===== src/hdl/cip_pkg.sv =====
package cip_pkg;

  localparam int MAX_DIM         = 4;
  localparam int MAX_LEVELS      = 15;
  localparam int IDX_W           = 61;
  localparam int DIM_W           = 3;
  localparam int LEV_W           = 4;
  localparam int AXIS_W          = 2;
  localparam int COORD_W         = MAX_LEVELS + 2;
  localparam int LINE_W          = MAX_LEVELS + 1;
  localparam int DIGIT_W         = MAX_DIM;
  localparam int ALIGN_W         = MAX_DIM * MAX_LEVELS;
  localparam int SHIFT_W         = $clog2(ALIGN_W + 1);
  localparam int STEPS_PER_STAGE = 4;
  localparam int NUM_STAGES      = (MAX_LEVELS + STEPS_PER_STAGE - 1) / STEPS_PER_STAGE;
  localparam int WALK_STEPS      = NUM_STAGES * STEPS_PER_STAGE;
  localparam int SEL_W           = $clog2(WALK_STEPS + 1);

  localparam int IN_DATA_W  = 64;
  localparam int OUT_DATA_W = 24;
  localparam int OUT_USER_W = AXIS_W;
  localparam int CFG_ADDR_W = 3;
  localparam int CFG_DATA_W = 32;

  localparam logic REG_DIMENSIONS = 1'b0;
  localparam logic REG_LEVELS     = 1'b1;

  localparam logic [DIM_W-1:0] DIM_RESET = 3'd2;
  localparam logic [LEV_W-1:0] LEV_RESET = 4'd10;

  typedef logic [DIM_W-1:0] dim_t;
  typedef logic [LEV_W-1:0] lev_t;

  typedef struct packed {
    logic [MAX_DIM-1:0] uneg;
    logic [MAX_DIM-1:0] vneg;
    logic [AXIS_W-1:0]  exit_axis;
  } node_t;

  // state of one point as it walks down the curve levels
  typedef struct packed {
    logic [ALIGN_W-1:0]                    digits;
    logic [COORD_W-1:0]                    line_coord;
    logic [AXIS_W-1:0]                     entry;
    logic [MAX_DIM-1:0]                    wneg;
    logic [MAX_DIM-1:0][WALK_STEPS-1:0]    pos;
  } walk_t;

  function automatic logic [DIGIT_W-1:0] top_digit(input logic [ALIGN_W-1:0] digits,
                                                   input dim_t n);
    logic [DIGIT_W-1:0] d;
    logic [ALIGN_W-1:0] tmp;
    d = '0;
    for (int k = 1; k <= MAX_DIM; k++) begin
      if (n == DIM_W'(k)) begin
        tmp = digits >> ((MAX_LEVELS - 1) * k);
        d = DIGIT_W'(tmp) & DIGIT_W'((1 << k) - 1);
      end
    end
    return d;
  endfunction

  function automatic logic [ALIGN_W-1:0] shift_digits(input logic [ALIGN_W-1:0] digits,
                                                      input dim_t n);
    logic [ALIGN_W-1:0] r;
    r = digits;
    for (int k = 1; k <= MAX_DIM; k++) begin
      if (n == DIM_W'(k)) begin
        r = digits << k;
      end
    end
    return r;
  endfunction

  // sub-cube node of one digit: sign bits of u and v, exit axis
  function automatic node_t node_of_digit(input logic [DIGIT_W-1:0] digit, input dim_t n);
    node_t nd;
    int nn;
    int full;
    int rem;
    int half;
    int prev;
    int cur;
    int iq;
    int li;
    int u [MAX_DIM];
    int v [MAX_DIM];
    nn   = int'(n);
    full = (1 << nn) - 1;
    rem  = int'(digit);
    li   = 0;
    iq   = 1;
    prev = -1;
    cur  = 1;
    half = 0;
    for (int i = 0; i < MAX_DIM; i++) begin
      u[i] = -1;
      v[i] = -1;
    end
    if (rem == 0) begin
      li = nn - 1;
    end else if (rem == full) begin
      li = nn - 1;
      u[0] = 1;
      v[0] = 1;
      v[nn-1] = 1;
    end else begin
      for (int i = 0; i < MAX_DIM; i++) begin
        if (i < nn) begin
          half = 1 << (nn - 1 - i);
          if (rem >= half) begin
            if (rem == half && rem != 1) begin
              li = i;
              iq = -1;
            end
            rem = rem - half;
            cur = 1;
          end else begin
            cur = -1;
            if (rem == half - 1 && rem != 0) begin
              li = i;
              iq = 1;
            end
          end
          u[i] = -prev * cur;
          v[i] = u[i];
          prev = cur;
        end
      end
      v[li] = v[li] * iq;
      v[nn-1] = -v[nn-1];
    end
    for (int i = 0; i < MAX_DIM; i++) begin
      nd.uneg[i] = (u[i] < 0);
      nd.vneg[i] = (v[i] < 0);
    end
    nd.exit_axis = AXIS_W'(li);
    return nd;
  endfunction

  // one curve level: swap entry axis with axis 0, reflect, record sign bits
  function automatic walk_t walk_step(input walk_t w, input dim_t n);
    walk_t r;
    node_t nd;
    logic [DIGIT_W-1:0] d;
    logic [MAX_DIM-1:0] us;
    logic [MAX_DIM-1:0] vs;
    logic [AXIS_W-1:0] ex;
    r  = w;
    d  = top_digit(w.digits, n);
    nd = node_of_digit(d, n);
    us = nd.uneg;
    vs = nd.vneg;
    us[0]       = nd.uneg[w.entry];
    us[w.entry] = nd.uneg[0];
    vs[0]       = nd.vneg[w.entry];
    vs[w.entry] = nd.vneg[0];
    ex = nd.exit_axis;
    if (ex == '0) begin
      ex = w.entry;
    end else if (ex == w.entry) begin
      ex = '0;
    end
    r.entry = ex;
    for (int i = 0; i < MAX_DIM; i++) begin
      r.pos[i]  = {w.pos[i][WALK_STEPS-2:0], ~(us[i] ^ w.wneg[i])};
      r.wneg[i] = ~(w.wneg[i] ^ vs[i]);
    end
    r.digits = shift_digits(w.digits, n);
    return r;
  endfunction

endpackage


===== src/hdl/cip_prep.sv =====
module cip_prep import cip_pkg::*; (
  input  logic             clk,
  input  logic             rst_n,
  input  dim_t             dim,
  input  lev_t             lev,
  input  logic             in_valid,
  output logic             in_ready,
  input  logic [IDX_W-1:0] in_idx,
  output logic             dn_valid,
  input  logic             dn_ready,
  output walk_t            dn_walk
);

  logic [IDX_W-1:0]   idx_r;
  logic               idx_valid_r;
  logic               idx_valid_nxt;
  walk_t              walk_r;
  walk_t              walk_nxt;
  logic               walk_valid_r;
  logic               walk_valid_nxt;
  logic               adv;
  logic [SHIFT_W-1:0] lev_x;
  logic [SHIFT_W-1:0] dim_x;
  logic [SHIFT_W-1:0] prod;
  logic [SHIFT_W-1:0] sh;
  logic               at_end;
  logic [LINE_W-1:0]  sat;

  assign adv      = !walk_valid_r || dn_ready;
  assign in_ready = !idx_valid_r || adv;

  always_comb begin
    lev_x  = SHIFT_W'(lev);
    dim_x  = SHIFT_W'(dim);
    prod   = lev_x * dim_x;
    sh     = (SHIFT_W'(MAX_LEVELS) - lev_x) * dim_x;
    // index at or above 2^(levels*dimensions) is the end point
    at_end = |(idx_r >> prod);
    sat    = at_end ? (LINE_W'(1) << lev) : idx_r[LINE_W-1:0];

    walk_nxt            = '0;
    walk_nxt.digits     = at_end ? '1 : (idx_r[ALIGN_W-1:0] << sh);
    walk_nxt.line_coord = COORD_W'({sat, 1'b0}) - (COORD_W'(1) << lev);

    idx_valid_nxt  = in_ready ? in_valid : idx_valid_r;
    walk_valid_nxt = adv ? idx_valid_r : walk_valid_r;
  end

  always_ff @(posedge clk) begin
    if (!rst_n) begin
      idx_valid_r  <= 1'b0;
      walk_valid_r <= 1'b0;
    end else begin
      idx_valid_r  <= idx_valid_nxt;
      walk_valid_r <= walk_valid_nxt;
    end
  end

  always_ff @(posedge clk) begin
    if (in_ready && in_valid) begin
      idx_r <= in_idx;
    end
    if (adv && idx_valid_r) begin
      walk_r <= walk_nxt;
    end
  end

  assign dn_valid = walk_valid_r;
  assign dn_walk  = walk_r;

endmodule


===== config.mk =====
export PLATFORM = sky130hd
export DESIGN_NAME = cip_prep
export DESIGN_NICKNAME = d
export VERILOG_FILES = /design/src/hdl/cip_pkg.sv /design/src/hdl/cip_prep.sv
export SDC_FILE = /design/constraint.sdc
export NUM_CORES = 1
export LEC_CHECK = 0
export BUFFER_PORTS_ARGS = -buffer_cell sky130_fd_sc_hd__buf_4
export CAP_MARGIN = 20
export CORE_ASPECT_RATIO = 0.5
export CORE_MARGIN = 5
export CORE_UTILIZATION = 30
export DETAILED_ROUTE_END_ITERATION = 12
export PLACE_DENSITY = 0.5
export SYNTH_ARGS = -nofsm -noshare
export SYNTH_HDL_FRONTEND = slang
export SYNTH_SLANG_ARGS = --single-unit

===== constraint.sdc =====
create_clock -name clk -period 9.25 [get_ports clk]
set_input_delay 1.85 -clock clk [delete_from_list [all_inputs] [get_ports clk]]
set_output_delay 1.85 -clock clk [all_outputs]
set_load 0.05 [all_outputs]

==> results_tabular.tex <==
\begin{tabular}{lr}
\hline
Metric & Value \\
\hline
\multicolumn{2}{l}{\textbf{Cells and area}} \\
\quad Layout area overhead & 16.4\% \\
\quad Share of the core filled with cells in the final layout & between 30\% and 40\% \\
\quad Fraction of final layout cells with drive strength greater than 1 & a little under a fifth \\
\quad Final nets & $\sim$1500 \\
\quad Fill cells & slightly above 4000 \\
\quad Ant. Diodes & 0 \\
\quad Non-Filler Cell Area, Final & about 14000 sq um \\
\multicolumn{2}{l}{\textbf{GRT}} \\
\quad Grt ovf & 0 \\
\quad First-pass GRT wire length & between 50000 and 60000 um \\
\quad Number of antenna violations at the first check in global routing & 0 \\
\quad Via count of the first global-routing pass & roughly 9700 \\
\quad Maximum number of pins on one net before global-route repair & 73 \\
\quad All-layer global routing usage & about 17\% \\
\multicolumn{2}{l}{\textbf{Routing}} \\
\quad DRC marker count from the first detailed-route iteration & $\sim$870 \\
\quad Overall via count from detail\_route & $\sim$10000 \\
\quad Remaining routing DRC violations & 0 \\
\quad Average routed wire per standard cell & about 20 um \\
\quad Via count normalized by instance count & $\sim$5.2 \\
\quad Number of iterations in the first detailed-routing pass & 5 \\
\quad Antenna Nets Post-Route & 0 \\
\quad Final routed wirelength across all metal layers & around 39000 um \\
\multicolumn{2}{l}{\textbf{STA}} \\
\quad Final Slew Violations & 0 \\
\quad Relative slew slack & a little over a quarter \\
\quad Worst clock skew & 12.7 ps \\
\quad Setup violators final & 0 \\
\quad Slew at the pin closest to its max-slew limit & about 1100 ps \\
\quad Setup repair after global routing missed its margin & false \\
\quad Period Utilization, post-route & between 90\% and 100\% \\
\quad Setup total negative slack & 0 ps \\
\quad Final count of hold timing violations & 0 \\
\quad WHS & 531 ps \\
\quad Maximum achievable frequency & 117 MHz \\
\quad Post-layout min period & around 8500 ps \\
\multicolumn{2}{l}{\textbf{Pwr}} \\
\quad Switching power of the nets & $\sim$0.96 mW \\
\quad Part of the power in registers & approximately a third \\
\quad Clock network power share & approximately 28\% \\
\quad Internal portion of total power & about 1.5 mW \\
\quad Switching share of power & approximately two fifths \\
\quad Pwr per Cell Area & roughly 170 nW/um\^{}2 \\
\quad Static power due to leakage & approximately 5.8 nW \\
\quad Share of power burned in combinational logic & 40.8\% \\
\quad IR Drop Worst-Case VDD & 128 uV \\
\multicolumn{2}{l}{\textbf{Critical path}} \\
\quad Worst EP required & around 9500 ps \\
\quad Critical path peak fanout & 38 \\
\quad Beginning of the worst register-to-register path & idx\_r[14] \\
\quad End of the worst register-to-register path & dn\_walk[86] \\
\quad Worst Reg2Reg Path Length in Cells & 23 \\
\quad Arr. time, crit path & about 8700 ps \\
\quad Sort of element at the end of the critical path & flop \\
\quad Number of cells on the critical path & 28 \\
\quad Buffering stage count on the worst path with inverters included & 3 \\
\quad Worst reg-to-reg setup slack & 2990 ps \\
\quad Critical Path Most Common Cell & o21ai\_0 \\
\quad Gate family responsible for the most delay along the worst path & compound AO/OA/AOI/OAI gates \\
\quad CP startpoint kind & input port \\
\quad Master of the slowest instance on the critical path & ha\_2 \\
\quad Classification of the worst setup path & in2reg \\
\quad Critical path startpoint & lev[2] \\
\quad Highest cell delay on the worst timing path & between 500 and 600 ps \\
\multicolumn{2}{l}{\textbf{Synthesis}} \\
\quad Top\_reg\_cell synth & edfxtp\_1 \\
\quad Flop and latch count out of synthesis & 140 \\
\quad Cell area after technology mapping & $\sim$12000 sq um \\
\quad Gate count of the mapped netlist & 1269 \\
\quad Most area-hungry cell type in the Yosys netlist & edfxtp\_1 \\
\quad Syn\_area\_per\_cell & 9.61 sq um \\
\quad Fraction of synthesized cell area taken by the top area cell type & $\sim$34\% \\
\quad FFs w/ async S/R, synth & 0\% \\
\quad Synth warnings & 0 \\
\quad EDFF count, synth & 138 \\
\quad Leading cell types by count after synthesis & 244 x mux2i\_1, 141 x nand2\_1, 138 x edfxtp\_1 \\
\quad Number of different library cells in the post-synthesis netlist & between 60 and 70 \\
\quad Most common cell in the netlist & mux2i\_1 \\
\quad Sequential element share of the synthesized area & 34.3\% \\
\quad Top cells by area, synth & edfxtp\_1 34\%, mux2i\_1 20\%, buf\_4 4.7\% \\
\multicolumn{2}{l}{\textbf{Clocking}} \\
\quad Total setup buffers inserted after CTS & 0 \\
\quad Buffer type at the clock tree root & clkbuf\_16 \\
\quad H-tree depth reported by CTS & 4 \\
\quad Clock latency on the worst-skew pair & $\sim$450 ps \\
\quad Total CTS buffers & 17 \\
\quad Post-CTS clock slew at the launch and capture registers of the worst setup and hold paths & 70 ps \\
\quad Sinks on the clock net & 140 \\
\quad Post-CTS Hold Buffers & 0 \\
\quad Max Root-Sink Buffers & 2 \\
\quad CTS tree & built \\
\multicolumn{2}{l}{\textbf{Run status}} \\
\quad Run status & completed \\
\multicolumn{2}{l}{\textbf{Place}} \\
\quad Total placed instance area & between 10000 and 15000 sq um \\
\quad HPWL reported at the end of detailed placement & approximately 30000 um \\
\quad GP Congestion & between 0.9 and 1 \\
\quad Quantity of I/O buffers inserted on ports & 150 \\
\multicolumn{2}{l}{\textbf{Floorplanning}} \\
\quad Height of the chip & between 150 and 200 um \\
\quad Starting density of the core & just over 30\% \\
\quad IO Pins & between 200 and 250 \\
\quad Die footprint & 45000 sq um \\
\quad Standard cell core area & 40300 sq um \\
\quad Row Count & 52 \\
\quad DIE WIDTH & $\sim$300 um \\
\multicolumn{2}{l}{\textbf{Job}} \\
\quad \# Max-Cap Violations & 0 \\
\multicolumn{2}{l}{\textbf{Hold path}} \\
\quad Hold depth & 1 \\
\quad Hold worst-path end & dn\_valid \\
\quad Min-Delay Path Class & reg2reg \\
\quad Worst Min Path Start & idx\_valid\_r \\
\hline
\end{tabular}
==> power by group through the flow <==
stage / sequential (mW) / combinational (mW) / clock, mW
floorplan: 0.818 / 0.710 / 0
global placement: 0.786 / 0.993 / 0
detailed placement: 0.786 / 0.989 / 0
CTS: 0.773 / 0.993 / 0.700
global route: 0.778 / 1.08 / 0.730
finish: 0.775 / 1.00 / 0.678
==> state kept, by name, indices dropped and copies added, names as in the netlist <==
register / count
dn_valid: 1
idx_valid_r: 1
dn_walk: 77
idx_r: 61
==> cells by family after synthesis <==
family	count (synthesis)	share of synthesized area, %
and+or+nand+nor	342	12.8
muxes	282	25.1
AOI/OAI and AO/OA	269	14.2
buffers and inverters	181	8.19
DFF	140	34.3
adders and majority gates	32	3.71
xor gates and xnor gates	22	1.58
other	1	0.0308
==> timing repair <==
item / 4_1_cts / 5_1_grt
setup endpoints to repair: 0 / 1
hold endpoints to repair: 0 / 0
gates resized for setup: 0 / 1
==> cells in the final DEF, fill, tap and decap left out, types with 4 or more instances in the layout <==
cell type,instances
mux2i_1,244
buf_4,175
nand2_1,141
edfxtp_1,138
nor2_1,79
o21ai_0,78
conb_1,70
a21oi_1,67
nor2b_1,29
and3_1,23
ha_1,22
mux2_2,21
o211ai_1,18
nand3_1,18
mux4_2,17
clkbuf_16,17
inv_1,16
a211oi_1,16
xnor2_1,14
nor3_1,13
and2_1,10
a31oi_1,10
a2111oi_0,9
a211o_1,8
a22oi_1,8
o21bai_1,6
o21a_1,6
xor2_1,6
fa_1,6
nor4_1,5
or3_1,5
a21o_1,5
o31ai_1,4
a21boi_0,4
nand2b_1,4
==> final cells by class <==
class                   instances  area (sq um)  share of cell area (%)
clock buffers                  19           433                    3.05
flip-flops and latches        140          4180                    29.5
repair buffers                177          1350                    9.54
inverters                      17          63.8                   0.450
clock inverters                13           141                   0.996
well taps                     540           676                    4.76
multi-input cells            1017          7340                    51.7
==> layer usage <==
metal	track usage, %	up-vias	wire length, um
li1	-	4781	-
met1	24.9	4898	19000
met2	24.6	326	16700
met3	4.68	26	2750
met4	2.51	0	358
met5	0	-	0
==> metrics by stage <==
stage | setup WS (ps) | cells | total power, mW
after detailed placement | 155 | 1891 | 1.77
after global placement | 275 | 1891 | 1.78
after CTS | 618 | 1923 | 2.47
after floorplan | 808 | 1338 | 1.53
after global routing | 82.9 | 1923 | 2.59
final | 723 | 1923 | 2.45
==> how the worst max path moves through the flow <==
stage / to
after floorplan: dn_walk[86]
after global placement: dn_walk[86]
after detailed placement: dn_walk[86]
after CTS: dn_walk[86]
after global routing: dn_walk[86]
final: dn_walk[86]
(Power assumes the default switching activity.)
