==> config.mk <==
export PLATFORM = sky130hd
export DESIGN_NAME = cip_serializer
export DESIGN_NICKNAME = d
export VERILOG_FILES = /design/src/hdl/cip_pkg.sv /design/src/hdl/cip_serializer.sv
export SDC_FILE = /design/constraint.sdc
export NUM_CORES = 1
export LEC_CHECK = 0
export BUFFER_PORTS_ARGS = -buffer_cell sky130_fd_sc_hd__buf_2
export CAP_MARGIN = 20
export CORE_MARGIN = 10
export CORE_UTILIZATION = 40
export CTS_CLUSTER_SIZE = 20
export DETAILED_ROUTE_END_ITERATION = 12
export GPL_ROUTABILITY_DRIVEN = 0
export MAX_ROUTING_LAYER = met4
export PLACE_DENSITY = 0.61
export SETUP_SLACK_MARGIN = 0.02
export SKIP_LAST_GASP = 1
export SYNTH_ARGS = -nofsm -noshare
export SYNTH_HDL_FRONTEND = slang
export SYNTH_SLANG_ARGS = --single-unit
==> constraint.sdc <==
create_clock -name clk -period 9.1 [get_ports clk]
set_input_delay 0.455 -clock clk [delete_from_list [all_inputs] [get_ports clk]]
set_output_delay 0.455 -clock clk [all_outputs]
set_load 0.005 [all_outputs]
==> src/hdl/cip_pkg.sv <==
package cip_pkg;

  localparam int MAX_DIM         = 4;
  localparam int MAX_LEVELS      = 15;
  localparam int IDX_W           = 61;
  localparam int DIM_W           = 3;
  localparam int LEV_W           = 4;
  localparam int AXIS_W          = 2;
  localparam int COORD_W         = MAX_LEVELS + 2;
  localparam int LINE_W          = MAX_LEVELS + 1;
  localparam int DIGIT_W         = MAX_DIM;
  localparam int ALIGN_W         = MAX_DIM * MAX_LEVELS;
  localparam int SHIFT_W         = $clog2(ALIGN_W + 1);
  localparam int STEPS_PER_STAGE = 4;
  localparam int NUM_STAGES      = (MAX_LEVELS + STEPS_PER_STAGE - 1) / STEPS_PER_STAGE;
  localparam int WALK_STEPS      = NUM_STAGES * STEPS_PER_STAGE;
  localparam int SEL_W           = $clog2(WALK_STEPS + 1);

  localparam int IN_DATA_W  = 64;
  localparam int OUT_DATA_W = 24;
  localparam int OUT_USER_W = AXIS_W;
  localparam int CFG_ADDR_W = 3;
  localparam int CFG_DATA_W = 32;

  localparam logic REG_DIMENSIONS = 1'b0;
  localparam logic REG_LEVELS     = 1'b1;

  localparam logic [DIM_W-1:0] DIM_RESET = 3'd2;
  localparam logic [LEV_W-1:0] LEV_RESET = 4'd10;

  typedef logic [DIM_W-1:0] dim_t;
  typedef logic [LEV_W-1:0] lev_t;

  typedef struct packed {
    logic [MAX_DIM-1:0] uneg;
    logic [MAX_DIM-1:0] vneg;
    logic [AXIS_W-1:0]  exit_axis;
  } node_t;

  // state of one point as it walks down the curve levels
  typedef struct packed {
    logic [ALIGN_W-1:0]                    digits;
    logic [COORD_W-1:0]                    line_coord;
    logic [AXIS_W-1:0]                     entry;
    logic [MAX_DIM-1:0]                    wneg;
    logic [MAX_DIM-1:0][WALK_STEPS-1:0]    pos;
  } walk_t;

  function automatic logic [DIGIT_W-1:0] top_digit(input logic [ALIGN_W-1:0] digits,
                                                   input dim_t n);
    logic [DIGIT_W-1:0] d;
    logic [ALIGN_W-1:0] tmp;
    d = '0;
    for (int k = 1; k <= MAX_DIM; k++) begin
      if (n == DIM_W'(k)) begin
        tmp = digits >> ((MAX_LEVELS - 1) * k);
        d = DIGIT_W'(tmp) & DIGIT_W'((1 << k) - 1);
      end
    end
    return d;
  endfunction

  function automatic logic [ALIGN_W-1:0] shift_digits(input logic [ALIGN_W-1:0] digits,
                                                      input dim_t n);
    logic [ALIGN_W-1:0] r;
    r = digits;
    for (int k = 1; k <= MAX_DIM; k++) begin
      if (n == DIM_W'(k)) begin
        r = digits << k;
      end
    end
    return r;
  endfunction

  // sub-cube node of one digit: sign bits of u and v, exit axis
  function automatic node_t node_of_digit(input logic [DIGIT_W-1:0] digit, input dim_t n);
    node_t nd;
    int nn;
    int full;
    int rem;
    int half;
    int prev;
    int cur;
    int iq;
    int li;
    int u [MAX_DIM];
    int v [MAX_DIM];
    nn   = int'(n);
    full = (1 << nn) - 1;
    rem  = int'(digit);
    li   = 0;
    iq   = 1;
    prev = -1;
    cur  = 1;
    half = 0;
    for (int i = 0; i < MAX_DIM; i++) begin
      u[i] = -1;
      v[i] = -1;
    end
    if (rem == 0) begin
      li = nn - 1;
    end else if (rem == full) begin
      li = nn - 1;
      u[0] = 1;
      v[0] = 1;
      v[nn-1] = 1;
    end else begin
      for (int i = 0; i < MAX_DIM; i++) begin
        if (i < nn) begin
          half = 1 << (nn - 1 - i);
          if (rem >= half) begin
            if (rem == half && rem != 1) begin
              li = i;
              iq = -1;
            end
            rem = rem - half;
            cur = 1;
          end else begin
            cur = -1;
            if (rem == half - 1 && rem != 0) begin
              li = i;
              iq = 1;
            end
          end
          u[i] = -prev * cur;
          v[i] = u[i];
          prev = cur;
        end
      end
      v[li] = v[li] * iq;
      v[nn-1] = -v[nn-1];
    end
    for (int i = 0; i < MAX_DIM; i++) begin
      nd.uneg[i] = (u[i] < 0);
      nd.vneg[i] = (v[i] < 0);
    end
    nd.exit_axis = AXIS_W'(li);
    return nd;
  endfunction

  // one curve level: swap entry axis with axis 0, reflect, record sign bits
  function automatic walk_t walk_step(input walk_t w, input dim_t n);
    walk_t r;
    node_t nd;
    logic [DIGIT_W-1:0] d;
    logic [MAX_DIM-1:0] us;
    logic [MAX_DIM-1:0] vs;
    logic [AXIS_W-1:0] ex;
    r  = w;
    d  = top_digit(w.digits, n);
    nd = node_of_digit(d, n);
    us = nd.uneg;
    vs = nd.vneg;
    us[0]       = nd.uneg[w.entry];
    us[w.entry] = nd.uneg[0];
    vs[0]       = nd.vneg[w.entry];
    vs[w.entry] = nd.vneg[0];
    ex = nd.exit_axis;
    if (ex == '0) begin
      ex = w.entry;
    end else if (ex == w.entry) begin
      ex = '0;
    end
    r.entry = ex;
    for (int i = 0; i < MAX_DIM; i++) begin
      r.pos[i]  = {w.pos[i][WALK_STEPS-2:0], ~(us[i] ^ w.wneg[i])};
      r.wneg[i] = ~(w.wneg[i] ^ vs[i]);
    end
    r.digits = shift_digits(w.digits, n);
    return r;
  endfunction

endpackage

==> src/hdl/cip_serializer.sv <==
module cip_serializer import cip_pkg::*; (
  input  logic                 clk,
  input  logic                 rst_n,
  input  dim_t                 dim,
  input  lev_t                 lev,
  input  logic                 up_valid,
  output logic                 up_ready,
  input  walk_t                up_walk,
  output logic                 out_valid,
  input  logic                 out_ready,
  output logic [COORD_W-1:0]   out_coord,
  output logic [AXIS_W-1:0]    out_axis,
  output logic                 out_last
);

  logic [COORD_W-1:0]    coord_r [MAX_DIM];
  logic [COORD_W-1:0]    coord_nxt [MAX_DIM];
  logic [AXIS_W-1:0]     cnt_r;
  logic [AXIS_W-1:0]     cnt_nxt;
  logic                  full_r;
  logic                  full_nxt;
  logic [AXIS_W-1:0]     last_axis;
  logic                  last_beat;
  logic                  take;
  logic                  load;
  logic [SEL_W-1:0]      sel;
  logic [WALK_STEPS-1:0] q;

  assign last_axis = AXIS_W'(dim - DIM_W'(1));
  assign last_beat = (cnt_r == last_axis);
  assign take      = full_r && out_ready;
  assign up_ready  = !full_r || (take && last_beat);
  assign load      = up_valid && up_ready;

  always_comb begin
    sel = SEL_W'(WALK_STEPS) - SEL_W'(lev);
    q   = '0;
    for (int i = 0; i < MAX_DIM; i++) begin
      // keep the sign bits of the real levels, level 0 on top
      q = up_walk.pos[i] >> sel;
      coord_nxt[i] = COORD_W'({q, 1'b0}) - ((COORD_W'(1) << lev) - COORD_W'(1));
    end
    if (dim == DIM_W'(1)) begin
      coord_nxt[0] = up_walk.line_coord;
    end

    cnt_nxt  = cnt_r;
    full_nxt = full_r;
    if (load) begin
      cnt_nxt  = '0;
      full_nxt = 1'b1;
    end else if (take) begin
      if (last_beat) begin
        full_nxt = 1'b0;
      end else begin
        cnt_nxt = cnt_r + AXIS_W'(1);
      end
    end
  end

  always_ff @(posedge clk) begin
    if (!rst_n) begin
      full_r <= 1'b0;
      cnt_r  <= '0;
    end else begin
      full_r <= full_nxt;
      cnt_r  <= cnt_nxt;
    end
  end

  always_ff @(posedge clk) begin
    if (load) begin
      for (int i = 0; i < MAX_DIM; i++) begin
        coord_r[i] <= coord_nxt[i];
      end
    end
  end

  assign out_valid = full_r;
  assign out_coord = coord_r[cnt_r];
  assign out_axis  = cnt_r;
  assign out_last  = last_beat;

endmodule

==> results of run 1 <==
==> worst max-delay path by stage <==
stage,to,startpoint,slack [ns],cells past startpoint
after floorplan,coord_r[1][15]$_DFFE_PP_,lev[0],3.35,22
after global placement,coord_r[1][15]$_DFFE_PP_,lev[0],2.37,18
after detailed placement,coord_r[1][15]$_DFFE_PP_,lev[0],2.34,18
after CTS,coord_r[1][15]$_DFFE_PP_,lev[0],2.63,18
after global routing,coord_r[1][15]$_DFFE_PP_,lev[0],2.20,18
final,coord_r[1][15]$_DFFE_PP_,lev[0],2.55,18
==> metrics by stage <==
stage	total power, mW	cells	cell area [µm²]	hold WS, ns
after floorplan	0.987	985	8670	0.554
after global placement	1.19	1329	9460	0.577
after detailed placement	1.20	1329	9460	0.586
after CTS	1.51	1345	9730	0.372
after global routing	1.61	1345	9730	0.401
final	1.52	1345	9730	0.378
==> logic make-up (layout without fill, tap and decap cells) <==
| kind of cell | after synthesis | in the layout | share of synthesized area [%] |
|---|---|---|---|
| AOI/OAI and AO/OA | 268 | 268 | 20.9 |
| xor gates and xnor gates | 53 | 53 | 5.35 |
| adders and majority gates | 68 | 68 | 9.81 |
| buffers and inverters | 74 | 159 | 3.49 |
| DFF | 71 | 71 | 24.0 |
| muxes | 111 | 111 | 18.4 |
| and+or+nand+nor | 340 | 340 | 18.1 |
==> critical path: cells and delay by family <==
family / cells / cell delay, ns
AOI/OAI and AO/OA: 7 / 2.03
buffers and inverters: 5 / 1.69
adders and majority gates: 2 / 1.10
muxes: 2 / 1.02
and+or+nand+nor: 2 / 0.26
==> layout make-up <==
class | instances | area [µm²]
repair buffers | 122 | 633
multi-input cells | 840 | 6320
clock buffers | 9 | 225
well taps | 275 | 344
fillers | 2065 | 11400
clock inverters | 7 | 40.0
inverters | 21 | 78.8
flip-flops and latches | 71 | 2080
==> sequential cells by signal (all words and copies together), names as in the netlist, named ones only <==
register and flops:
out_axis 2, coord_r 66, out_valid 1
==> Yosys cell counts (all sizes together) (3+ instances only) <==
cell	number
nor2	100
nand2	120
and3	11
xor2	14
o31a	5
o21bai	8
mux4	35
o211ai	7
or3	7
mux2i	62
a21oi	56
nor4	6
nor3	23
a21o	16
and2	11
o211a	4
dfxtp	5
o21a	16
nand2b	14
o31ai	11
buf	19
mux2	14
inv	20
xnor2	39
a31oi	27
nand4	8
a311o	4
nand3	13
clkbuf	34
o21ai	45
o22ai	25
a211oi	18
edfxtp	66
o2111ai	3
a21boi	3
ha	68
and3b	4
o22a	3
nor2b	12
==> layer usage <==
| metal | vias to the layer above | wire length (µm) |
|---|---|---|
| li1 | 3921 | - |
| met1 | 3749 | 13900 |
| met2 | 340 | 11600 |
| met3 | 19 | 1860 |
| met4 | 0 | 325 |
| met5 | - | 0 |
==> power by group through the flow <==
stage	sequential, mW	clock [mW]	combinational (mW)
floorplan	0.452	0	0.535
global placement	0.455	0	0.736
detailed placement	0.458	0	0.741
CTS	0.451	0.317	0.745
global route	0.455	0.334	0.822
finish	0.450	0.312	0.758
==> run metrics, run 1 <==
port bufs=around 110; switching power=slightly below 600 µW; Worst Reg-to-Reg Cells=6; Bufs on Longest Clock Path=2; RSZ-0062 raised after global routing=no; Min-Delay Path Class=in -> reg; H-tree Lvls=3; register area share after synthesis=about a quarter; DRT Pass-1 Iters=8; minimum clock period=6.55 ns; Slew @ Worst Pin=approximately 1.1 ns; IO Count=180; clock latency on the worst-skew pair=approximately 0.33 ns; drt total wl=roughly 28000 µm; Pwr Density=~160 nW/µm²; CP Class=in -> reg; Syn Std Cell Area=8670 µm²; # rows=53; WHS Endpoint=out_axis[0]$_SDFFE_PP0P_; Synth-to-Final Area Change=12.2%; leakage power total=approximately 4.1 nW; share of cells above drive strength 1=18.7%; Post-synth EDFFs=66; Final Max Tran Viols=0; Clock Skews=between 0.002 and 0.003 ns; status=finished, final reports clean; Worst-path clk slew=~0.060 ns; post-cts hold buffer count=0; Distinct cells, synth=74; flop2flop setup slack=approximately 7 ns; max-cap check violation count=0; GRT Max-Usage Layer=met1; Worst setup EP type=flip-flop; number of synthesized register bits=between 70 and 80; combinational share of power=between 40% and 50%; Setup WS post-layout=2.55 ns; via count=~8k; Synth Area per Inst=roughly 8.8 µm²; setup violators final=0; wire per inst=20.6 µm; commonest register cell after synthesis=edfxtp_1; Final period util=72.0%; critical-path maximum fanout=74; worst r2r src=out_axis[0]$_SDFFE_PP0P_; clock tree sinks=just over 70; top-area cell type share of the netlist area=22.9%; worst reg2reg endpoint=coord_r[2][16]$_DFFE_PP_; Rel. slew slack=roughly 25%; slowest cell delay on critical path=~0.75 ns; vias per inst=5.97; post-synth top area cell=edfxtp_1; Hold Crit Depth=2; YS warnings=0; pin count of the biggest net entering global routing=75; most frequent cells in the layout=nand2_1, buf_2, nor2_1; Core Footprint=21200 µm²; Mapped Cells=985; CTS root buf=clkbuf_16; met1 Use GR=29.0%; TritonCTS Buffers=9; Starting Density=between 40 and 50%; Die Span X=about 170 µm; Most common cell on crit path=buf_4; fin util=46.0%; commonest non-fill, non-tap cell in the layout=nand2_1; clock network fraction of total power=20.5%; Post-Place Worst Slack=between 2 and 2.5 ns; crit path launch type=input port; sequential share of power=roughly 30%; Hold Vio Cnt, Final=0; CTS tree=built; total negative slack for setup checks=0 ns; critical path required time=between 9 and 10 ns; met2 Usage GRT=approximately 27%; Layout Nets=about 1.3k; Area contributors post-synth=edfxtp_1, ha_1, mux4_2; initial DRC count=847; antenna viol nets, final=0; first-pass GRT wire length=roughly 43000 µm; CP max-delay cell=ha_4; met3 global-route usage=2.11%; fmax=between 150 and 200 MHz; DIE AREA=roughly 28000 µm²; sw frac=about 40%; DIE HEIGHT=167 µm; GRT Overall Usage=19.4%; min-delay src=rst_n; Post-CTS Setup Inserts=0; total gr overflow=0; initial antenna violation count=0; vias in the first global route=between 7k and 8k; Post-Syn Nets=around 1.2k; worst path cell trace=buf_2 > buf_4 > clkinv_1 > buf_4 > ha_4 > buf_4 > mux4_2 > mux2i_1 > o22ai_1 > ha_1 > and3b_1 > o21ai_0 > a21boi_0 > o21ai_0 > a31oi_1 > a221oi_1 > nor3_1 > a311o_1; Pint=approximately 930 µW; Residual DRC=0; # diodes=0; FFs w/ async S/R, synth=0%; CP arrival=between 6 and 7 ns; Worst VDD drop=approximately 0.087 mV; dpl hpwl=22000 µm; Post-CTS Resized=0
Power figures use the tool's default switching activity.
==> run 2, diff against run 1 <==
--- a/config.mk
+++ b/config.mk
@@ -13,7 +13,7 @@
 export DETAILED_ROUTE_END_ITERATION = 12
 export GPL_ROUTABILITY_DRIVEN = 0
 export MAX_ROUTING_LAYER = met4
-export PLACE_DENSITY = 0.61
+export PLACE_DENSITY = 0.64
 export SETUP_SLACK_MARGIN = 0.02
 export SKIP_LAST_GASP = 1
 export SYNTH_ARGS = -nofsm -noshare
==> constraint.sdc (replaced) <==
create_clock -name clk -period 5.6 [get_ports clk]
set_input_delay 0.28 -clock clk [delete_from_list [all_inputs] [get_ports clk]]
set_output_delay 0.28 -clock clk [all_outputs]
set_load 0.005 [all_outputs]
==> run metrics, run 2 (same netlist as run 1, synthesis figures left out) <==
setup violators final=0 (unchanged); initial DRC count=714 (was 847); Pwr Density=257 nW/µm² (was 156 nW/µm²); status=finished, final reports clean (unchanged); total negative slack for setup checks=0 ns (unchanged); commonest non-fill, non-tap cell in the layout=nand2_1 (unchanged); Min-Delay Path Class=in -> reg (unchanged); Final period util=between 90 and 100%; H-tree Lvls=3 (unchanged); Worst Reg-to-Reg Cells=6 (unchanged); Largest delay share family, worst path=compound AO/OA/AOI/OAI gates (unchanged); Starting Density=41.0% (unchanged); antenna viol nets, final=0 (unchanged); minimum clock period=between 5 and 6 ns; Reg with most FFs=coord_r (unchanged); critical-path maximum fanout=16 (was 74); CP max-delay cell=a2111oi_0 (was ha_4); CP Class=in -> reg (unchanged); Bufs on Longest Clock Path=2 (unchanged); fin util=46.5% (was 46.0%); Core Footprint=21200 µm² (unchanged); Die Span X=167 µm (unchanged); slowest cell delay on critical path=0.94 ns (was 0.75 ns); Levels on crit path=17 (was 18); Clock Skews=0.00350 ns (was 0.00275 ns); critical path required time=5.64 ns (was 9.18 ns); worst r2r src=out_axis[0]$_SDFFE_PP0P_ (unchanged); worst path cell trace=buf_2 > inv_1 > ha_4 > ha_1 > buf_4 > mux4_1 > mux2i_4 > o22ai_1 > ha_1 > and3b_1 > o21ai_0 > a21oi_1 > nor2_1 > a2111oi_0 > or3_1 > and2_1 > o311ai_1 (was buf_2 > buf_4 > clkinv_1 > buf_4 > ha_4 > buf_4 > mux4_2 > mux2i_1 > o22ai_1 > ha_1 > and3b_1 > o21ai_0 > a21boi_0 > o21ai_0 > a31oi_1 > a221oi_1 > nor3_1 > a311o_1); crit path from=lev[1] (was lev[0]); most frequent cells in the layout=nand2_1, buf_2, nor2_1 (unchanged); vias in the first global route=7645 (was 7542); Worst-path clk slew=0.06 ns (about the same); post-cts hold buffer count=0 (unchanged); Worst VDD drop=0.158 mV (was 0.0866 mV); Final Max Tran Viols=0 (unchanged); # rows=53 (unchanged); Post-CTS Resized=0 (unchanged); via count=8172 (was 8029); Residual DRC=0 (unchanged); Post-CTS Setup Inserts=0 (unchanged); wire per inst=20.1 µm (was 20.6 µm); total chip power=2.53 mW (was 1.52 mW); Worst setup EP type=flip-flop (unchanged); final instance area=9840 µm² (was 9730 µm²); Setup WS post-layout=0.558 ns (was 2.55 ns); vias per inst=6.02 (was 5.97); DIE HEIGHT=167 µm (unchanged); clock latency on the worst-skew pair=0.32 ns (was 0.33 ns); CTS tree=built (unchanged); Hold Vio Cnt, Final=0 (unchanged); RSZ-0062 raised after global routing=no (unchanged); CP arrival=5.08 ns (was 6.63 ns); Slew @ Worst Pin=1.09 ns (was 1.12 ns); DIE AREA=28000 µm² (unchanged); clock tree sinks=71 (unchanged); total gr overflow=0 (unchanged); leakage power total=4.12 nW (was 4.06 nW); drt total wl=27200 µm (was 27700 µm); port bufs=113 (unchanged); Synth-to-Final Area Change=13.5% (was 12.2%); IO Count=180 (unchanged); Most common cell on crit path=ha_1 (was buf_4); initial antenna violation count=1 (was 0); TritonCTS Buffers=9 (unchanged); worst reg2reg endpoint=coord_r[0][13]$_DFFE_PP_ (was coord_r[2][16]$_DFFE_PP_); Worst Path Buf+Inv=3 (was 5); Rel. slew slack=25.4% (was 24.8%); max FFs per register=66 (unchanged); dpl hpwl=22000 µm (about the same); Placed Area=9540 µm² (was 9460 µm²); Setup crit end=coord_r[3][15]$_DFFE_PP_ (was coord_r[1][15]$_DFFE_PP_); filler instances=2062 (was 2065); Post-Place Worst Slack=0.478 ns (was 2.34 ns); DRT Pass-1 Iters=5 (was 8); fmax=slightly below 200 MHz; max-cap check violation count=0 (unchanged); share of cells above drive strength 1=19.5% (was 18.7%); GRT Overall Usage=19.0% (was 19.4%); first-pass GRT wire length=42400 µm (was 43000 µm); crit path launch type=input port (unchanged); pin count of the biggest net entering global routing=73 (was 75); CTS root buf=clkbuf_16 (unchanged); Layout Nets=1302 (was 1291); flop2flop setup slack=3.19 ns (was 7.02 ns)
-- run 2: final cells by class --
class	count	area, µm²	share of cell area, %
timing repair buffer	133	716	7.27
antenna	1	2.50	0.0254
inverter	21	78.8	0.801
sequential	71	2080	21.2
multi-input combinational	840	6320	64.2
clock inverter	6	67.6	0.686
clock buffer	10	229	2.33
tap	275	344	3.50
-- run 2: worst min path at each step --
stage | end | depth (start not counted) | startpoint
floorplan | flip-flop | 1 | rst_n
global placement | out_axis[0]$_SDFFE_PP0P_ | 2 | rst_n
detailed placement | flip-flop | 2 | rst_n
CTS | out_axis[0]$_SDFFE_PP0P_ | 2 | rst_n
global route | out_axis[0]$_SDFFE_PP0P_ | 2 | rst_n
finish | out_axis[0]$_SDFFE_PP0P_ | 2 | rst_n
-- run 2: through the flow --
| step | std cells | hold WS, ns |
|---|---|---|
| final | 1357 | 0.212 |
| after global routing | 1357 | 0.202 |
| after CTS | 1356 | 0.201 |
| after detailed placement | 1340 | 0.535 |
| after global placement | 1340 | 0.529 |
| after floorplan | 985 | 0.408 |
-- run 2: worst reg2reg max path, stage by stage, from the launching register on --
cell,delay (ns)
dfxtp_1,0.41
xor2_1,0.16
nand2_1,0.11
inv_1,0.08
nand2_1,0.10
a21oi_4,0.55
buf_4,0.61
-- run 2: per-layer routing --
| metal | routed length (µm) | part of all wire, % | GRT usage (%) | vias up |
|---|---|---|---|---|
| met5 | 0 | 0 | - | - |
| met1 | 13200 | 48 | 28.1 | 3787 |
| met2 | 11100 | 41 | 26.5 | 421 |
| met3 | 2400 | 8.8 | 2.34 | 32 |
| li1 | - | - | - | 3932 |
| met4 | 592 | 2.2 | 5.45 | 0 |
-- run 2: power by group --
group / switching [mW] / leakage (nW) / total, mW / internal, mW
clock network: 0.206 / 0.139 / 0.552 / 0.347
logic: 0.729 / 3.32 / 1.24 / 0.516
registers: 0.0218 / 0.661 / 0.731 / 0.709
total: 0.957 / 4.12 / 2.53 / 1.57
==> run 3, diff against run 2 <==
--- a/config.mk
+++ b/config.mk
@@ -7,7 +7,7 @@
 export LEC_CHECK = 0
 export BUFFER_PORTS_ARGS = -buffer_cell sky130_fd_sc_hd__buf_2
 export CAP_MARGIN = 20
-export CORE_MARGIN = 10
+export CORE_MARGIN = 5
 export CORE_UTILIZATION = 40
 export CTS_CLUSTER_SIZE = 20
 export DETAILED_ROUTE_END_ITERATION = 12
==> run metrics, run 3 (same netlist as run 1, synthesis figures left out) <==
DIE HEIGHT=157 µm (was 167 µm); CTS tree=built (unchanged); minimum clock period=5.04 ns (about the same); filler instances=2077 (was 2062); share of cells above drive strength 1=19.3% (was 19.5%); Post-CTS Resized=0 (unchanged); Core Footprint=21200 µm² (unchanged); first-pass GRT wire length=41800 µm (was 42400 µm); dpl hpwl=21700 µm (was 22000 µm); initial antenna violation count=0 (was 1); max-cap check violation count=0 (unchanged); Starting Density=41.0% (unchanged); H-tree Lvls=3 (unchanged); vias per inst=6.06 (was 6.02); DRT Pass-1 Iters=5 (unchanged); leakage power total=4.12 nW (about the same); Final period util=89.9% (was 90.0%); total gr overflow=0 (unchanged); Rel. slew slack=32.7% (was 25.4%); # diodes=0 (was 1); worst hold slack=0.217 ns (was 0.212 ns); CP Class=in -> reg (unchanged); RSZ-0062 raised after global routing=no (unchanged); Slew @ Worst Pin=0.985 ns (was 1.09 ns); Pwr Density=257 nW/µm² (about the same); worst reg2reg endpoint=coord_r[0][13]$_DFFE_PP_ (unchanged); CTS root buf=clkbuf_16 (unchanged); clock tree sinks=71 (unchanged); slowest cell delay on critical path=0.86 ns (was 0.94 ns); DIE AREA=24700 µm² (was 28000 µm²); status=finished, final reports clean (unchanged); CP arrival=5.17 ns (was 5.08 ns); crit path from=lev[0] (was lev[1]); clock latency on the worst-skew pair=0.32 ns (about the same); port bufs=113 (unchanged); Die Span X=157 µm (was 167 µm); flop2flop setup slack=3.52 ns (was 3.19 ns); Max Used Layer=met4 (unchanged); Residual DRC=0 (unchanged); DR WL met3=2170 µm (was 2400 µm); CP max-delay cell=a2111oi_0 (unchanged); Layout Nets=1300 (was 1302); setup violators final=0 (unchanged); Clock Skews=0.00539 ns (was 0.00350 ns); Post-CTS Setup Inserts=0 (unchanged); Worst setup EP type=flip-flop (unchanged); total negative slack for setup checks=0 ns (unchanged); Multi-input gate area=6320 µm² (unchanged); GRT Overall Usage=22.0% (was 19.0%); Synth-to-Final Area Change=13.4% (was 13.5%); Worst-path clk slew=0.06 ns (about the same); worst path cell trace=buf_2 > clkinv_1 > ha_4 > ha_1 > inv_2 > buf_4 > and3_1 > a31oi_1 > o22ai_1 > ha_1 > nand3_1 > a21oi_1 > nor2_1 > a2111oi_0 > or3_1 > and2_1 > xor2_1 (was buf_2 > inv_1 > ha_4 > ha_1 > buf_4 > mux4_1 > mux2i_4 > o22ai_1 > ha_1 > and3b_1 > o21ai_0 > a21oi_1 > nor2_1 > a2111oi_0 > or3_1 > and2_1 > o311ai_1); fmax=199 MHz (was 198 MHz); Worst Reg-to-Reg Cells=6 (unchanged); critical-path maximum fanout=19 (was 16); Setup crit end=coord_r[3][13]$_DFFE_PP_ (was coord_r[3][15]$_DFFE_PP_); most frequent cells in the layout=nand2_1, buf_2, nor2_1 (unchanged); Reg with most FFs=coord_r (unchanged); final instance area=9830 µm² (was 9840 µm²); metal2 WL=11100 µm (about the same); max FFs per register=66 (unchanged); post-cts hold buffer count=0 (unchanged); Hold Vio Cnt, Final=0 (unchanged); Final Max Tran Viols=0 (unchanged); wire per inst=19.9 µm (was 20.1 µm); critical path required time=5.73 ns (was 5.64 ns); Post-Place Worst Slack=0.392 ns (was 0.478 ns); Worst VDD drop=0.154 mV (was 0.158 mV); drt total wl=26900 µm (was 27200 µm); via count=8208 (was 8172); Most common cell on crit path=ha_1 (unchanged); TritonCTS Buffers=9 (unchanged); pin count of the biggest net entering global routing=71 (was 73); initial DRC count=812 (was 714); vias in the first global route=7669 (was 7645); Worst Path Buf+Inv=4 (was 3); Min-Delay Path Class=in -> reg (unchanged); Metal-1 WL=12900 µm (was 13200 µm); Reg area=2080 µm² (unchanged); IO Count=180 (unchanged); Largest delay share family, worst path=compound AO/OA/AOI/OAI gates (unchanged); Bufs on Longest Clock Path=2 (unchanged); Levels on crit path=17 (unchanged); Placed Area=9540 µm² (about the same); antenna viol nets, final=0 (unchanged); # rows=53 (unchanged); commonest non-fill, non-tap cell in the layout=nand2_1 (unchanged); Setup WS post-layout=0.564 ns (was 0.558 ns); crit path launch type=input port (unchanged); worst r2r src=out_axis[0]$_SDFFE_PP0P_ (unchanged)
[run 3: cell count changes in the layout (fill, tap and decap cells not counted), sizes merged]
cell      before  now
buf          133  131
clkinv         2    4
clkinvlp       2    1
diode          1    0
inv           22   21
[run 3: stage by stage]
step	instances	utilization, %	power [mW]
2_1_floorplan	985	-	1.60
3_3_place_gp	1338	45.1	1.94
3_5_place_dp	1338	45.1	1.96
4_1_cts	1354	46.5	2.52
5_1_grt	1354	46.5	2.67
6_report	1354	46.5	2.52
[run 3: metal layers]
layer	vias to the layer above	track usage, %
li1	3930	-
met1	3839	33.1
met2	392	30.8
met3	47	2.34
met4	0	7.46
met5	-	-
[run 3: area by class of cell]
type	count	area share, %
multi-input combinational	840	64.3
clock buffer	10	2.33
inverter	21	0.802
clock inverter	6	0.611
sequential	71	21.2
tap	275	3.50
timing repair buffer	131	7.26
[run 3: worst min-delay path by stage]
stage | startpoint | endpoint | slack, ns | depth (start not counted)
2_1_floorplan | rst_n | flip-flop | 0.41 | 1
3_3_place_gp | rst_n | out_axis[0]$_SDFFE_PP0P_ | 0.54 | 2
3_5_place_dp | rst_n | out_axis[0]$_SDFFE_PP0P_ | 0.55 | 2
4_1_cts | rst_n | out_axis[0]$_SDFFE_PP0P_ | 0.21 | 2
5_1_grt | rst_n | out_axis[0]$_SDFFE_PP0P_ | 0.21 | 2
6_report | rst_n | out_axis[0]$_SDFFE_PP0P_ | 0.22 | 2
[run 3: power breakdown]
group,switching [mW],leakage [nW],total [mW],internal (mW)
Combinational,0.732,3.32,1.25,0.516
Clock,0.201,0.140,0.544,0.343
Sequential,0.0215,0.661,0.731,0.710
Total,0.955,4.12,2.52,1.57
